## config.mk

```make
export PLATFORM = sky130hd
export DESIGN_NAME = rtp_sequence_reorder_buffer_core_flat
export DESIGN_NICKNAME = d
export VERILOG_FILES = /design/src/design/rtp_reo_pkg.sv /design/src/design/rtp_reo_if.sv /design/src/design/rtp_sequence_reorder_buffer_core.sv /design/src/design/rtp_reo_ram.sv /design/src/design/rtp_reo_scan.sv /design/src/flat_wrapper.sv
export SDC_FILE = /design/constraint.sdc
export NUM_CORES = 2
export LEC_CHECK = 0
export BUFFER_PORTS_ARGS = -buffer_cell sky130_fd_sc_hd__clkbuf_2
export CAP_MARGIN = 30
export CELL_PAD_IN_SITES_DETAIL_PLACEMENT = 1
export CELL_PAD_IN_SITES_GLOBAL_PLACEMENT = 1
export CORE_ASPECT_RATIO = 0.8
export CORE_MARGIN = 2
export CORE_UTILIZATION = 51
export DETAILED_ROUTE_END_ITERATION = 8
export PLACE_DENSITY_LB_ADDON = 0.25
export SYNTH_ARGS = -nofsm -noshare
export SYNTH_HDL_FRONTEND = slang
export SYNTH_HIERARCHICAL = 1
export SYNTH_SLANG_ARGS = --single-unit
```

## constraint.sdc

```tcl
create_clock -name clk -period 10.37 [get_ports clk]
set_input_delay 0.5185 -clock clk [delete_from_list [all_inputs] [get_ports clk]]
set_output_delay 0.5185 -clock clk [all_outputs]
set_load 0.005 [all_outputs]
```

## src/design/rtp_reo_pkg.sv

```systemverilog
// Shared constants, codes and types of the RTP sequence reorder buffer.
package rtp_reo_pkg;

    // Store geometry
    localparam int CAPACITY = 32;
    localparam int IDX_W    = $clog2(CAPACITY);
    localparam int CNT_W    = $clog2(CAPACITY + 2);
    localparam int HELD_W   = $clog2(CAPACITY + 1);

    // Field widths
    localparam int SEQ_W      = 16;
    localparam int SID_W      = 32;
    localparam int TAG_W      = 16;
    localparam int WIN_W      = 5;
    localparam int THR_W      = 8;
    localparam int LOSS_W     = 31;
    localparam int CFG_IDX_W  = 2;
    localparam int CFG_DATA_W = 8;
    localparam int ENTRY_W    = SEQ_W + TAG_W;
    localparam int SUM_W      = ((WIN_W > HELD_W) ? WIN_W : HELD_W) + 1;

    // Sequence space
    localparam logic [SEQ_W-1:0]  MAX_SEQ   = 16'hFFFF;
    localparam logic [SEQ_W-1:0]  HALF_SPAN = MAX_SEQ >> 1;
    localparam logic [LOSS_W-1:0] LOSS_MAX  = {LOSS_W{1'b1}};

    // Register reset values
    localparam logic [WIN_W-1:0] MIN_WINDOW_RST = 5'd4;
    localparam logic [WIN_W-1:0] MAX_WINDOW_RST = 5'd16;
    localparam logic [THR_W-1:0] LOSS_THR_RST   = 8'd10;

    // Configuration register indexes
    typedef enum logic [CFG_IDX_W-1:0] {
        CFG_MIN_WINDOW     = 2'd0,
        CFG_MAX_WINDOW     = 2'd1,
        CFG_LOSS_THRESHOLD = 2'd2
    } cfg_reg_t;

    // Result item kinds
    localparam logic KIND_RELEASE = 1'b0;
    localparam logic KIND_STATUS  = 1'b1;

    // One store entry presented to the scan unit
    typedef struct packed {
        logic             start;
        logic             vld;
        logic             held;
        logic [SEQ_W-1:0] seq;
        logic [TAG_W-1:0] tag;
        logic [IDX_W-1:0] idx;
    } scan_ent_t;

    // Trackers collected over one pass of the store
    typedef struct packed {
        logic             match;
        logic [IDX_W-1:0] match_idx;
        logic [TAG_W-1:0] match_tag;
        logic             ge;
        logic [SEQ_W-1:0] ge_seq;
        logic             any;
        logic [IDX_W-1:0] any_idx;
        logic [SEQ_W-1:0] any_seq;
        logic [TAG_W-1:0] any_tag;
        logic             free;
        logic [IDX_W-1:0] free_idx;
    } scan_res_t;

endpackage

```

## src/design/rtp_reo_if.sv

```systemverilog
// Valid/ready channel interfaces for packet input and result output.
interface rtp_reo_in_if
    import rtp_reo_pkg::*;
();
    logic             valid;
    logic             ready;
    logic [SEQ_W-1:0] seq;
    logic [SID_W-1:0] stream_id;
    logic [TAG_W-1:0] packet_tag;

    modport source (output valid, output seq, output stream_id, output packet_tag,
                    input ready);
    modport sink   (input valid, input seq, input stream_id, input packet_tag,
                    output ready);
endinterface

interface rtp_reo_out_if
    import rtp_reo_pkg::*;
();
    logic              valid;
    logic              ready;
    logic              kind;
    logic [SEQ_W-1:0]  out_seq;
    logic [TAG_W-1:0]  out_tag;
    logic              rejected;
    logic [LOSS_W-1:0] lost_count;
    logic              last;

    modport source (output valid, output kind, output out_seq, output out_tag,
                    output rejected, output lost_count, output last, input ready);
    modport sink   (input valid, input kind, input out_seq, input out_tag,
                    input rejected, input lost_count, input last, output ready);
endinterface

```

## src/design/rtp_sequence_reorder_buffer_core.sv

```systemverilog
// Top level of the RTP sequence reorder buffer: sequencer, store and output register.
//
// Packets enter on pkt_in (seq, stream_id, packet_tag) with a valid/ready transfer
// and leave in sequence order on pkt_out. Each input produces zero or more release
// items (kind 0) followed by one status item (kind 1, last 1) carrying the reject
// flag and the saturating loss count. Registers are written through cfg_we,
// cfg_index and cfg_data; the user must write them only while the block is
// idle, which the block itself does not enforce. The block takes one packet at
// a time; pkt_in.ready is high only between packets. Every search walks the
// whole store through one RAM read port and the shared compare unit, one entry
// a cycle. A full store adds one more search, run and duplicate pass to an
// accepted packet, and a stream change first flushes all held entries. The
// status item closes each packet; each release leaves as soon as the run or
// flush pass that found it ends. A single output register holds each result;
// while the receiver stalls, the sequencer waits at the next result.
// Reset empties the store, clears expected number, stream, reject run and loss
// count, and loads the register defaults (4, 16, 10); no clearing pass is needed.
module rtp_sequence_reorder_buffer_core
    import rtp_reo_pkg::*;
(
    input  logic                  clk,
    input  logic                  rst_n,
    rtp_reo_in_if.sink            pkt_in,
    rtp_reo_out_if.source         pkt_out,
    input  logic                  cfg_we,
    input  logic [CFG_IDX_W-1:0]  cfg_index,
    input  logic [CFG_DATA_W-1:0] cfg_data
);

    typedef enum logic [3:0] {
        S_IDLE,
        S_FLUSH,
        S_FLUSH_OUT,
        S_WINDOW,
        S_DUP,
        S_STORE,
        S_SEARCH,
        S_RUN,
        S_RUN_OUT,
        S_STATUS
    } state_t;

    state_t              state_reg,     state_next;
    logic [CNT_W-1:0]    cnt_reg,       cnt_next;
    logic                force_reg,     force_next;
    logic [SEQ_W-1:0]    seq_in_reg,    seq_in_next;
    logic [TAG_W-1:0]    tag_in_reg,    tag_in_next;
    logic [SID_W-1:0]    stream_reg,    stream_next;
    logic [SEQ_W-1:0]    expected_reg,  expected_next;
    logic [WIN_W-1:0]    limit_reg,     limit_next;
    logic [THR_W-1:0]    run_reg,       run_next;
    logic [LOSS_W-1:0]   loss_reg,      loss_next;
    logic                rej_reg,       rej_next;
    logic [HELD_W-1:0]   held_cnt_reg,  held_cnt_next;
    logic [CAPACITY-1:0] valid_reg,     valid_next;
    logic [WIN_W-1:0]    min_win_reg,   min_win_next;
    logic [WIN_W-1:0]    max_win_reg,   max_win_next;
    logic [THR_W-1:0]    thr_reg,       thr_next;
    logic                pipe_vld_reg,  pipe_vld_next;
    logic                pipe_held_reg, pipe_held_next;
    logic [IDX_W-1:0]    pipe_idx_reg,  pipe_idx_next;
    logic                out_valid_reg, out_valid_next;
    logic                out_kind_reg,  out_kind_next;
    logic [SEQ_W-1:0]    out_seq_reg,   out_seq_next;
    logic [TAG_W-1:0]    out_tag_reg,   out_tag_next;
    logic                out_rej_reg,   out_rej_next;
    logic [LOSS_W-1:0]   out_lost_reg,  out_lost_next;
    logic                out_last_reg,  out_last_next;

    logic               scanning;
    logic               scan_done;
    logic               slot_free;
    logic               ram_we;
    logic [ENTRY_W-1:0] ram_rdata;
    logic [SEQ_W-1:0]   scan_key;
    scan_ent_t          scan_ent;
    scan_res_t          scan_res;
    logic [SEQ_W-1:0]   diff_lo;
    logic [SEQ_W-1:0]   diff_hi;
    logic               rej;
    logic [THR_W-1:0]   run_inc;
    logic               pick_found;
    logic [SEQ_W-1:0]   pick_seq;
    logic [SUM_W-1:0]   lim_sum;
    logic [WIN_W-1:0]   lim_new;
    logic               hold_ok;

    // Entry store: sequence number above tag
    rtp_reo_ram #(
        .WIDTH (ENTRY_W),
        .DEPTH (CAPACITY)
    ) u_store (
        .clk   (clk),
        .we    (ram_we),
        .waddr (scan_res.free_idx),
        .wdata ({seq_in_reg, tag_in_reg}),
        .raddr (cnt_reg[IDX_W-1:0]),
        .rdata (ram_rdata)
    );

    // Shared compare unit
    rtp_reo_scan u_scan (
        .clk   (clk),
        .rst_n (rst_n),
        .ent   (scan_ent),
        .key   (scan_key),
        .res   (scan_res)
    );

    // Scan control
    assign scanning  = (state_reg == S_FLUSH) || (state_reg == S_DUP) ||
                       (state_reg == S_SEARCH) || (state_reg == S_RUN);
    assign scan_done = (cnt_reg == CNT_W'(CAPACITY + 1));
    assign scan_key  = (state_reg == S_DUP) ? seq_in_reg : expected_reg;

    assign scan_ent.start = scanning && (cnt_reg == '0);
    assign scan_ent.vld   = pipe_vld_reg;
    assign scan_ent.held  = pipe_held_reg;
    assign scan_ent.seq   = ram_rdata[ENTRY_W-1:TAG_W];
    assign scan_ent.tag   = ram_rdata[TAG_W-1:0];
    assign scan_ent.idx   = pipe_idx_reg;

    // Window test against the expected number
    assign diff_lo = expected_reg - seq_in_reg;
    assign diff_hi = seq_in_reg - expected_reg;
    assign rej     = (seq_in_reg < expected_reg) ? (diff_lo < HALF_SPAN)
                                                 : (diff_hi > HALF_SPAN);
    assign run_inc = run_reg + THR_W'(1);

    // Release search pick and adaptive limit
    assign pick_found = scan_res.ge || scan_res.any;
    assign pick_seq   = scan_res.ge ? scan_res.ge_seq : scan_res.any_seq;
    assign hold_ok    = (SUM_W'(held_cnt_reg) <= SUM_W'(limit_reg));
    assign lim_sum    = SUM_W'(min_win_reg) + SUM_W'(held_cnt_reg);
    assign lim_new    = (lim_sum > SUM_W'(max_win_reg)) ? max_win_reg
                                                        : lim_sum[WIN_W-1:0];

    assign slot_free = !out_valid_reg || pkt_out.ready;
    assign ram_we    = (state_reg == S_STORE);

    // Ports
    assign pkt_in.ready       = (state_reg == S_IDLE);
    assign pkt_out.valid      = out_valid_reg;
    assign pkt_out.kind       = out_kind_reg;
    assign pkt_out.out_seq    = out_seq_reg;
    assign pkt_out.out_tag    = out_tag_reg;
    assign pkt_out.rejected   = out_rej_reg;
    assign pkt_out.lost_count = out_lost_reg;
    assign pkt_out.last       = out_last_reg;

    // Sequencer
    always_comb
    begin
        state_next     = state_reg;
        cnt_next       = cnt_reg;
        force_next     = force_reg;
        seq_in_next    = seq_in_reg;
        tag_in_next    = tag_in_reg;
        stream_next    = stream_reg;
        expected_next  = expected_reg;
        limit_next     = limit_reg;
        run_next       = run_reg;
        loss_next      = loss_reg;
        rej_next       = rej_reg;
        held_cnt_next  = held_cnt_reg;
        valid_next     = valid_reg;
        min_win_next   = min_win_reg;
        max_win_next   = max_win_reg;
        thr_next       = thr_reg;
        out_valid_next = out_valid_reg && !pkt_out.ready;
        out_kind_next  = out_kind_reg;
        out_seq_next   = out_seq_reg;
        out_tag_next   = out_tag_reg;
        out_rej_next   = out_rej_reg;
        out_lost_next  = out_lost_reg;
        out_last_next  = out_last_reg;

        // Issue one store read per cycle while walking
        pipe_vld_next  = scanning && (cnt_reg < CNT_W'(CAPACITY));
        pipe_idx_next  = cnt_reg[IDX_W-1:0];
        pipe_held_next = valid_reg[cnt_reg[IDX_W-1:0]];
        if (scanning)
        begin
            cnt_next = scan_done ? '0 : cnt_reg + CNT_W'(1);
        end

        // Register writes
        if (cfg_we)
        begin
            unique case (cfg_reg_t'(cfg_index))
                CFG_MIN_WINDOW:     min_win_next = cfg_data[WIN_W-1:0];
                CFG_MAX_WINDOW:     max_win_next = cfg_data[WIN_W-1:0];
                CFG_LOSS_THRESHOLD: thr_next     = cfg_data[THR_W-1:0];
                default:            ;
            endcase
        end

        unique case (state_reg)
            S_IDLE:
            begin
                if (pkt_in.valid)
                begin
                    seq_in_next = pkt_in.seq;
                    tag_in_next = pkt_in.packet_tag;
                    if (pkt_in.stream_id != stream_reg)
                    begin
                        stream_next = pkt_in.stream_id;
                        state_next  = S_FLUSH;
                    end
                    else
                    begin
                        state_next = S_WINDOW;
                    end
                end
            end

            // Drain the store in ascending order, then restart on the new stream
            S_FLUSH:
            begin
                if (scan_done)
                begin
                    if (scan_res.any)
                    begin
                        state_next = S_FLUSH_OUT;
                    end
                    else
                    begin
                        expected_next = seq_in_reg;
                        limit_next    = min_win_reg;
                        state_next    = S_WINDOW;
                    end
                end
            end

            S_FLUSH_OUT:
            begin
                if (slot_free)
                begin
                    out_valid_next               = 1'b1;
                    out_kind_next                = KIND_RELEASE;
                    out_seq_next                 = scan_res.any_seq;
                    out_tag_next                 = scan_res.any_tag;
                    out_rej_next                 = 1'b0;
                    out_lost_next                = '0;
                    out_last_next                = 1'b0;
                    valid_next[scan_res.any_idx] = 1'b0;
                    held_cnt_next                = held_cnt_reg - HELD_W'(1);
                    state_next                   = S_FLUSH;
                end
            end

            // Reject outside the window, count loss events
            S_WINDOW:
            begin
                rej_next = rej;
                if (rej)
                begin
                    if (run_inc >= thr_reg)
                    begin
                        run_next = '0;
                        if (loss_reg != LOSS_MAX)
                        begin
                            loss_next = loss_reg + LOSS_W'(1);
                        end
                    end
                    else
                    begin
                        run_next = run_inc;
                    end
                    state_next = S_STATUS;
                end
                else
                begin
                    run_next   = '0;
                    state_next = S_DUP;
                end
            end

            // Look for a duplicate and a free slot
            S_DUP:
            begin
                if (scan_done)
                begin
                    if (scan_res.match)
                    begin
                        state_next = S_SEARCH;
                    end
                    else if (held_cnt_reg == HELD_W'(CAPACITY))
                    begin
                        force_next = 1'b1;
                        state_next = S_SEARCH;
                    end
                    else
                    begin
                        state_next = S_STORE;
                    end
                end
            end

            S_STORE:
            begin
                valid_next[scan_res.free_idx] = 1'b1;
                held_cnt_next                 = held_cnt_reg + HELD_W'(1);
                state_next                    = S_SEARCH;
            end

            // Pick the next number to release from, or hold
            S_SEARCH:
            begin
                if (scan_done)
                begin
                    if (!pick_found ||
                        ((pick_seq != expected_reg) && !force_reg && hold_ok))
                    begin
                        force_next = 1'b0;
                        state_next = force_reg ? S_DUP : S_STATUS;
                    end
                    else
                    begin
                        expected_next = pick_seq;
                        state_next    = S_RUN;
                    end
                end
            end

            // Release the consecutive run starting at the expected number
            S_RUN:
            begin
                if (scan_done)
                begin
                    if (scan_res.match)
                    begin
                        state_next = S_RUN_OUT;
                    end
                    else
                    begin
                        limit_next = lim_new;
                        force_next = 1'b0;
                        state_next = force_reg ? S_DUP : S_STATUS;
                    end
                end
            end

            S_RUN_OUT:
            begin
                if (slot_free)
                begin
                    out_valid_next                 = 1'b1;
                    out_kind_next                  = KIND_RELEASE;
                    out_seq_next                   = expected_reg;
                    out_tag_next                   = scan_res.match_tag;
                    out_rej_next                   = 1'b0;
                    out_lost_next                  = '0;
                    out_last_next                  = 1'b0;
                    valid_next[scan_res.match_idx] = 1'b0;
                    held_cnt_next                  = held_cnt_reg - HELD_W'(1);
                    expected_next                  = expected_reg + SEQ_W'(1);
                    state_next                     = S_RUN;
                end
            end

            S_STATUS:
            begin
                if (slot_free)
                begin
                    out_valid_next = 1'b1;
                    out_kind_next  = KIND_STATUS;
                    out_seq_next   = '0;
                    out_tag_next   = '0;
                    out_rej_next   = rej_reg;
                    out_lost_next  = loss_reg;
                    out_last_next  = 1'b1;
                    state_next     = S_IDLE;
                end
            end

            default:
            begin
                state_next = S_IDLE;
            end
        endcase
    end

    // State and registered outputs
    always_ff @(posedge clk or negedge rst_n)
    begin
        if (!rst_n)
        begin
            state_reg     <= S_IDLE;
            cnt_reg       <= '0;
            force_reg     <= 1'b0;
            seq_in_reg    <= '0;
            tag_in_reg    <= '0;
            stream_reg    <= '0;
            expected_reg  <= '0;
            limit_reg     <= MIN_WINDOW_RST;
            run_reg       <= '0;
            loss_reg      <= '0;
            rej_reg       <= 1'b0;
            held_cnt_reg  <= '0;
            valid_reg     <= '0;
            min_win_reg   <= MIN_WINDOW_RST;
            max_win_reg   <= MAX_WINDOW_RST;
            thr_reg       <= LOSS_THR_RST;
            pipe_vld_reg  <= 1'b0;
            pipe_held_reg <= 1'b0;
            pipe_idx_reg  <= '0;
            out_valid_reg <= 1'b0;
            out_kind_reg  <= KIND_RELEASE;
            out_seq_reg   <= '0;
            out_tag_reg   <= '0;
            out_rej_reg   <= 1'b0;
            out_lost_reg  <= '0;
            out_last_reg  <= 1'b0;
        end
        else
        begin
            state_reg     <= state_next;
            cnt_reg       <= cnt_next;
            force_reg     <= force_next;
            seq_in_reg    <= seq_in_next;
            tag_in_reg    <= tag_in_next;
            stream_reg    <= stream_next;
            expected_reg  <= expected_next;
            limit_reg     <= limit_next;
            run_reg       <= run_next;
            loss_reg      <= loss_next;
            rej_reg       <= rej_next;
            held_cnt_reg  <= held_cnt_next;
            valid_reg     <= valid_next;
            min_win_reg   <= min_win_next;
            max_win_reg   <= max_win_next;
            thr_reg       <= thr_next;
            pipe_vld_reg  <= pipe_vld_next;
            pipe_held_reg <= pipe_held_next;
            pipe_idx_reg  <= pipe_idx_next;
            out_valid_reg <= out_valid_next;
            out_kind_reg  <= out_kind_next;
            out_seq_reg   <= out_seq_next;
            out_tag_reg   <= out_tag_next;
            out_rej_reg   <= out_rej_next;
            out_lost_reg  <= out_lost_next;
            out_last_reg  <= out_last_next;
        end
    end

    // Held count tracks the valid bits
    a_held_count: assert property (@(posedge clk) disable iff (!rst_n)
        held_cnt_reg == HELD_W'($countones(valid_reg)))
        else $error("held count out of step with valid bits");

    // A store always lands in a slot found free
    a_store_free: assert property (@(posedge clk) disable iff (!rst_n)
        (state_reg == S_STORE) |-> (scan_res.free && !valid_reg[scan_res.free_idx]))
        else $error("store into an occupied slot");

    // A run release always takes a held entry
    a_run_held: assert property (@(posedge clk) disable iff (!rst_n)
        (state_reg == S_RUN_OUT) |-> (scan_res.match && valid_reg[scan_res.match_idx]))
        else $error("run release of an empty slot");

    // A flush release always takes a held entry
    a_flush_held: assert property (@(posedge clk) disable iff (!rst_n)
        (state_reg == S_FLUSH_OUT) |-> (scan_res.any && valid_reg[scan_res.any_idx]))
        else $error("flush release of an empty slot");

endmodule

```

## src/design/rtp_reo_ram.sv

```systemverilog
// Generic single-write, single-read RAM with registered read data.
module rtp_reo_ram #(
    parameter int WIDTH = 32,
    parameter int DEPTH = 32
) (
    input  logic                     clk,
    input  logic                     we,
    input  logic [$clog2(DEPTH)-1:0] waddr,
    input  logic [WIDTH-1:0]         wdata,
    input  logic [$clog2(DEPTH)-1:0] raddr,
    output logic [WIDTH-1:0]         rdata
);

    logic [WIDTH-1:0] mem [DEPTH];

    // Write port
    always_ff @(posedge clk)
    begin
        if (we)
        begin
            mem[waddr] <= wdata;
        end
    end

    // Registered read port
    always_ff @(posedge clk)
    begin
        rdata <= mem[raddr];
    end

endmodule

```

## src/design/rtp_reo_scan.sv

```systemverilog
// Shared compare unit: walks store entries and tracks match, least and free slot.
module rtp_reo_scan
    import rtp_reo_pkg::*;
(
    input  logic             clk,
    input  logic             rst_n,
    input  scan_ent_t        ent,
    input  logic [SEQ_W-1:0] key,
    output scan_res_t        res
);

    scan_res_t res_reg;
    scan_res_t res_next;

    assign res = res_reg;

    // Fold one entry into the trackers
    always_comb
    begin
        res_next = res_reg;
        if (ent.start)
        begin
            res_next.match = 1'b0;
            res_next.ge    = 1'b0;
            res_next.any   = 1'b0;
            res_next.free  = 1'b0;
        end
        else if (ent.vld)
        begin
            if (ent.held)
            begin
                if (!res_reg.match && (ent.seq == key))
                begin
                    res_next.match     = 1'b1;
                    res_next.match_idx = ent.idx;
                    res_next.match_tag = ent.tag;
                end
                if ((ent.seq >= key) && (!res_reg.ge || (ent.seq < res_reg.ge_seq)))
                begin
                    res_next.ge     = 1'b1;
                    res_next.ge_seq = ent.seq;
                end
                if (!res_reg.any || (ent.seq < res_reg.any_seq))
                begin
                    res_next.any     = 1'b1;
                    res_next.any_idx = ent.idx;
                    res_next.any_seq = ent.seq;
                    res_next.any_tag = ent.tag;
                end
            end
            else if (!res_reg.free)
            begin
                res_next.free     = 1'b1;
                res_next.free_idx = ent.idx;
            end
        end
    end

    always_ff @(posedge clk or negedge rst_n)
    begin
        if (!rst_n)
        begin
            res_reg <= '0;
        end
        else
        begin
            res_reg <= res_next;
        end
    end

endmodule
```

## src/flat_wrapper.sv

```systemverilog
// flat-port wrapper written by rule: the top's interface ports become plain ports
module rtp_sequence_reorder_buffer_core_flat import rtp_reo_pkg::*;
  (clk, rst_n, cfg_we, cfg_index, cfg_data, pkt_in_valid, pkt_in_seq, pkt_in_stream_id, pkt_in_packet_tag, pkt_in_ready, pkt_out_valid, pkt_out_kind, pkt_out_out_seq, pkt_out_out_tag, pkt_out_rejected, pkt_out_lost_count, pkt_out_last, pkt_out_ready);
  rtp_reo_in_if pkt_in_i ();
  rtp_reo_out_if pkt_out_i ();
  input  logic clk;
  input  logic rst_n;
  input  logic cfg_we;
  input  logic [CFG_IDX_W-1:0] cfg_index;
  input  logic [CFG_DATA_W-1:0] cfg_data;
  input wire logic [$bits(pkt_in_i.valid)-1:0] pkt_in_valid;
  input wire logic [$bits(pkt_in_i.seq)-1:0] pkt_in_seq;
  input wire logic [$bits(pkt_in_i.stream_id)-1:0] pkt_in_stream_id;
  input wire logic [$bits(pkt_in_i.packet_tag)-1:0] pkt_in_packet_tag;
  output wire logic [$bits(pkt_in_i.ready)-1:0] pkt_in_ready;
  output wire logic [$bits(pkt_out_i.valid)-1:0] pkt_out_valid;
  output wire logic [$bits(pkt_out_i.kind)-1:0] pkt_out_kind;
  output wire logic [$bits(pkt_out_i.out_seq)-1:0] pkt_out_out_seq;
  output wire logic [$bits(pkt_out_i.out_tag)-1:0] pkt_out_out_tag;
  output wire logic [$bits(pkt_out_i.rejected)-1:0] pkt_out_rejected;
  output wire logic [$bits(pkt_out_i.lost_count)-1:0] pkt_out_lost_count;
  output wire logic [$bits(pkt_out_i.last)-1:0] pkt_out_last;
  input wire logic [$bits(pkt_out_i.ready)-1:0] pkt_out_ready;
  assign pkt_in_i.valid = pkt_in_valid;
  assign pkt_in_i.seq = pkt_in_seq;
  assign pkt_in_i.stream_id = pkt_in_stream_id;
  assign pkt_in_i.packet_tag = pkt_in_packet_tag;
  assign pkt_in_ready = pkt_in_i.ready;
  assign pkt_out_valid = pkt_out_i.valid;
  assign pkt_out_kind = pkt_out_i.kind;
  assign pkt_out_out_seq = pkt_out_i.out_seq;
  assign pkt_out_out_tag = pkt_out_i.out_tag;
  assign pkt_out_rejected = pkt_out_i.rejected;
  assign pkt_out_lost_count = pkt_out_i.lost_count;
  assign pkt_out_last = pkt_out_i.last;
  assign pkt_out_i.ready = pkt_out_ready;
  rtp_sequence_reorder_buffer_core u_core (.clk(clk), .rst_n(rst_n), .pkt_in(pkt_in_i), .pkt_out(pkt_out_i), .cfg_we(cfg_we), .cfg_index(cfg_index), .cfg_data(cfg_data));
endmodule
```

### After elaboration in Yosys (flattened, before gate mapping)

Memories as Yosys holds them, arrays and structs flattened. A register that Yosys moved wholly into a read port is not among the register bits.
Cells that the tools add are included.
W data, S select, Z words.

* register bits after elaboration: 348
* RAM bits: 1024
* bits of input ports: 79
* output and inout bits: 68
* logic and storage cells: 254
* memories kept: 1

Memory list
* u_core.u_store.mem: words 32, bits a word 32, read ports 1, clocked after memory_dff 1, write ports 1, line rtp_reo_ram.sv:14 `logic [WIDTH-1:0] mem [DEPTH];`

* $add $sub $neg: 9
* magnitude comparators: 17
* equal/unequal tests: 33
* muxes and demuxes: 86
* bitwise logic cells: 8
* reduce and logical (&&, ||, !) cells: 64

Operators with widths (count)
* $mux W16: 12
* $pmux W16 S3: 3
* $pmux W32 S3: 1
* $mux W83: 1
* $mux W77: 1
* $and A32 B32 Y32: 2
* $mux W32: 2
* $not A32 Y32: 2
* $mux W31: 2
* $pmux W31 S2: 1
* $mux W4: 13
* $lt A16 B16 Y1: 3
* $pmux W4 S10: 1
* $mux W38: 1
* $ne A32 B32 Y1: 1
* $or A32 B32 Y32: 1
* $sub A16 B16 Y16: 2
* $add A31 B1 Y31 const B: 1
* $ne A31 B31 Y1 const B: 1
* $mux W5: 6
* $lt A5 B6 Y1 const B: 4
* $mux W1: 24
* $reduce_and A4 Y1: 6
* $mux W22: 1
* other kinds (50): 125

### Logic depth before layout (Yosys ltp)

* word-level depth: 8
* depth in mapped cells: 16
* gate-level depth less buffers: 13

### Cells and area by module

The synthesis kept the hierarchy.

Modules (own cells, without submodules)
* rtp_reo_ram: instances 1, cells each 2260, area each 40487.6 sq um, seq. area each 31390.1 sq um
* rtp_sequence_reorder_buffer_core: instances 1, cells each 1565, area each 15533.6 sq um, seq. area each 6637.6 sq um
* rtp_reo_scan: instances 1, cells each 343, area each 4361.7 sq um, seq. area each 2077.0 sq um

### Worst setup path after synthesis

No wires, ideal clock.

* path kind: register to register
* from: register u_core.state_reg[0]
* to: memory u_core.u_store.mem[28][0], enable pin
* setup time: 421 ps
* arrival time: 3243 ps
* required time: 9949 ps
* path slack: 6706 ps
* cell stages (with the launch flop): 7
* buffers on the path: 2
* clock period less this slack: 3664 ps
* path through: dfrtp_1 clkbuf_1 nand2_1 nor2_1 or3b_2 clkbuf_1 nor2_1

* word-level cells in the longest chain between the ends: 3

Ends and longest elaborated chain
* start: declaration: line rtp_sequence_reorder_buffer_core.sv:43 `state_t state_reg, state_next;`
* start signal: assignment: line rtp_sequence_reorder_buffer_core.sv:418 `state_reg <= state_next;`
* $eq A4 B3 Y1: line rtp_sequence_reorder_buffer_core.sv:139 `assign ram_we = (state_reg == S_STORE);`
* named net u_core.ram_we: line rtp_sequence_reorder_buffer_core.sv:73 `logic ram_we;`
* $mux W1: line rtp_reo_ram.sv:19 `if (we)`
* $mux W1 (not written as such): line rtp_reo_ram.sv:21 `mem[waddr] <= wdata;`
* end: declaration: line rtp_reo_ram.sv:14

The timed path passes the listed nets, and every way through them passes these cells.

### Final worst setup path

* from: register u_core.state_reg[3]
* to: register u_core.u_scan.res_reg (netlist bit u_core/u_scan/res[44])

* elaborated cells on any way between the ends: 13
* those cells by class: order compare (1); eq/ne (4); mux (1); bitwise (1); reduce/logical (6)

RTL lines
* $eq A4 B3 Y1: line rtp_sequence_reorder_buffer_core.sv:114 `assign scan_key = (state_reg == S_DUP) ? seq_in_reg : expected_reg;`
* $mux W16: line rtp_sequence_reorder_buffer_core.sv:114
* named net u_core.scan_key[13]: line rtp_sequence_reorder_buffer_core.sv:75 `logic [SEQ_W-1:0] scan_key;`
* $ge A16 B16 Y1: line rtp_reo_scan.sv:38 `if ((ent.seq >= key) && (!res_reg.ge || (ent.seq < res_reg.ge_seq)))`
* $logic_and A1 B1 Y1: line rtp_reo_scan.sv:38
* $reduce_and A4 Y1 (no line)
* end signal: assignment: line rtp_reo_scan.sv:67 `res_reg <= res_next;`
* end: declaration: line rtp_reo_scan.sv:12 `scan_res_t res_reg;`

The timed path passes the listed nets, and every way through them passes these cells.
A chain may end at the register's enable or synchronous reset.

==> impl_metrics.csv <==
group,metric,value,unit
sta,hold_viol,0,
routing,viasPerCell,6.271,
clock_network,cts_root_buf,"clkbuf_16",
synthesis,synth_seq_cells,1404,
synthesis,synth_top_flop_cell,"edfxtp_1",
cells_and_area,largest_register_ff_count,1024,
synthesis,yosysWarnings,6,
clock_network,cts_made_buffers,140,
cells_and_area,fin_nets,4618,
routing,top_layer,"met5",
synthesis,synth-edff-count,1024,
floorplan,die_w,388.7,um
routing,wl_met1,77470,um
synthesis,synth_top_cell_by_area,"edfxtp_1",
power,p_leak,22.49,nW
synthesis,yosysSeqAreaShare,66.42,%
routing,wl,178300,um
floorplan,pin_count,147,
cells_and_area,multi_input_area,19020,um2
critical_path,max_stage_delay,740,ps
routing,wire_per_inst,29.34,um
cells_and_area,seqCellArea,40110,um2
synthesis,async_flop_share,24.79,%
sta,finClkSkew,28.59,ps
clock_network,clock_path_buffers,3,
grt,antenna_found_initial,6,
critical_path,worstPathRequired,11030,ps
floorplan,core_area,117000,um2
grt,grt_max_degree,129,
sta,slew_viol_final,0,
synthesis,synthCells,4168,
clock_network,cts_tree,"done",
critical_path,crit_arrival,5360,ps
grt,first_global_vias,39923,
synthesis,synth_area,60380,um2
run,drv_cap,0,
synthesis,synth_area_per_cell,14.49,um2
critical_path,startpoint_type,"flip-flop",
sta,fin_tns_setup,0,ps
routing,drt_iter0_markers,3855,
place,dp_hpwl,110000,um
routing,drc,0,
sta,min_period,4701,ps
routing,antenna_left,0,
power,powerDensity,163.5,nW/um2
critical_path,critPathMaxFanout,33,
clock_network,cts_sinks,1404,
sta,post-route-period-util,45.34,%
cells_and_area,area_delta_synth_final,14.07,%
floorplan,dieHeight,311.8,um
critical_path,end_kind,"flip-flop",
cells_and_area,layout-drive-gt1-share,15.96,%
routing,vias,38108,
floorplan,rows,112,
critical_path,cpMostUsedCell,"o21ai_0",
clock_network,insertion_delay,790,ps
sta,setup_viol,0,
grt,grt_first_pass_wirelength,265700,um
routing,dr.pass1.iters,6,
sta,worst_pin_slew,1004,ps
synthesis,synth_cell_types,87,
sta,holdWs,53.61,ps
sta,rsz0062_at_grt,"no",
clock_network,clk_pin_slew,60,ps
routing,wl_met3,13110,um
critical_path,cp_slowest_cell,"nor4_1",
floorplan,start_util,51.60,%
place,portBuffers,146,
hold_path,min_path_type,"primary input to flip-flop",
routing,wl_met2,82590,um
synthesis,synth_nets,4361,
cells_and_area,fillers,10864,
critical_path,critPathKind,"flip-flop to flip-flop",
sta,max_freq,212.7,MHz
clock_network,ctsResizeCount,0,
grt,gr-total-overflow,0,
status,status,"complete, no violations",
grt,grt_usage,29.46,%
critical_path,critical_path.cell_chain,"nand2b_1 > nor3_2 > buf_4 > nand2_1 > o21ai_0 > inv_1 > ha_1 > nand4_1 > nor4_1 > nor3_1 > o21ai_0 > nand3_1 > mux2_2",
synthesis,synth_top_area_share,50.92,%
synthesis,synthTopCellsByArea,"edfxtp_1 (51%), dfrtp_1 (14%), mux2i_1 (8.8%), mux2_2 (2.5%), ha_1 (2.3%)",
place,gp_congestion,0.8522,
clock_network,htree_levels,4,
sta,max-slew-margin-rel,33.04,%
power,irDropWorstVdd,0.1605,mV
floorplan,die_area,121200,um2
==> cells by family (layout without fill, tap and decap cells) <==
group	after synthesis	in the layout	share of synthesized area, %
DFF	1404	1404	66.42
AOI/OAI and AO/OA	736	736	8.141
and+or+nand+nor	778	778	6.461
xor gates and xnor gates	100	100	1.463
adders and majority gates	114	114	2.412
muxes	708	708	12.48
buffers and inverters	328	697	2.625
other	0	1	0
==> Yosys cell counts, types with 30 or more instances <==
| cell | number |
|---|---|
| edfxtp_1 | 1024 |
| mux2i_1 | 532 |
| dfrtp_1 | 343 |
| nand2_1 | 237 |
| a21oi_1 | 182 |
| nand3_1 | 157 |
| mux2_2 | 135 |
| o21ai_0 | 131 |
| a22o_1 | 127 |
| inv_1 | 116 |
| a22oi_1 | 114 |
| ha_1 | 110 |
| nor2_1 | 102 |
| nor3_1 | 95 |
| clkbuf_1 | 87 |
| xor2_1 | 65 |
| a31oi_1 | 46 |
| buf_2 | 42 |
| buf_4 | 37 |
| xnor2_1 | 34 |
| dfxtp_1 | 32 |
| mux2_4 | 31 |
| nand4_1 | 30 |
==> metal layers <==
| layer | up-vias | GRT usage (%) |
|---|---|---|
| met4 | 2 | 9.719 |
| met1 | 19870 | 42.39 |
| met5 | - | 0.8300 |
| met2 | 1493 | 45.58 |
| li1 | 16443 | - |
| met3 | 300 | 5.042 |
==> critical path, delay by kind of cell, from the launching register on <==
family	cells	cell delay (ps)
multiplexers	1	540
buffers and inverters	2	400
AND/OR/NAND/NOR	7	2440
flip-flops	1	620
AO/OA/AOI/OAI	2	250
adder cells (fa/ha/maj)	1	300
==> path summary, 6_finish.rpt <==
check | start | endpoint | slack, ps | cells past startpoint
setup / recovery | u_core/state_reg[3]$_DFFE_PN0P_ | u_core/u_scan/res[44]$_DFFE_PN0P_ | 5670 | 13
hold / removal | pkt_in_seq[15] | u_core/seq_in_reg[15]$_DFFE_PN0P_ | 50 | 2
setup reg to reg | u_core/state_reg[3]$_DFFE_PN0P_ | u_core/u_scan/res[44]$_DFFE_PN0P_ | 5670 | 13
hold reg to reg | u_core/pkt_out.out_tag[10]$_DFFE_PN0P_ | u_core/pkt_out.out_tag[10]$_DFFE_PN0P_ | 480 | 2
max in group asynchronous | rst_n | u_core/tag_in_reg[15]$_DFFE_PN0P_ | 7660 | 4
min in group asynchronous | rst_n | u_core/held_cnt_reg[3]$_DFFE_PN0P_ | 410 | 2
==> final cells by class <==
class | count | share of cell area (%)
tap | 1539 | 2.796
timing repair buffer | 327 | 4.078
inverter | 116 | 0.6322
antenna | 1 | 0.003633
clock buffer | 194 | 5.740
clock inverter | 60 | 0.9010
sequential | 1404 | 58.23
multi-input combinational | 2436 | 27.62
==> cells in the final DEF (no fill, tap or decap), types with 10 or more instances in the layout <==
cell	instances
a21o_1	25
a21oi_1	182
a22o_1	127
a22oi_1	114
a31oi_1	46
and3_1	18
buf_16	23
buf_4	83
clkbuf_1	36
clkbuf_16	146
clkbuf_2	145
clkbuf_8	12
clkinv_1	26
clkinv_2	12
dfrtp_1	341
dfxtp_1	32
dlygate4sd3_1	66
edfxtp_1	1024
ha_1	110
inv_1	116
mux2_2	135
mux2_4	31
mux2i_1	532
mux4_2	10
nand2_1	235
nand3_1	156
nand3b_1	10
nand4_1	30
nor2_1	68
nor2_4	33
nor2b_1	10
nor3_1	93
nor3b_1	25
nor4_1	18
o21ai_0	131
o22ai_1	29
or3_1	10
xnor2_1	34
xor2_1	65
==> where the power goes <==
group | switching [mW] | total [mW] | internal (mW)
combinational | 0.0898 | 0.162 | 0.0718
sequential | 0.0117 | 5.99 | 5.98
clock | 2.20 | 5.11 | 2.91
total | 2.31 | 11.3 | 8.96
==> per-stage QoR <==
step	total power [mW]	area, um2	instances	worst slack [ps]	utilization, %
detailed placement	6.247	63360	5746	5850	54.15
floorplan	6.174	60380	4168	6706	-
global placement	6.243	62920	5727	5858	53.77
CTS	11.33	68600	6066	5788	58.63
global route	11.55	68870	6076	5410	58.86
finish	11.26	68880	6077	5669	58.86
==> timing repair <==
item	CTS	global route
endpoints found under the setup margin	0	0
buffers inserted	0	0
endpoints found under the hold margin	184	0
hold buffers	66	0
No activity file was read; power rests on OpenSTA's default activity.
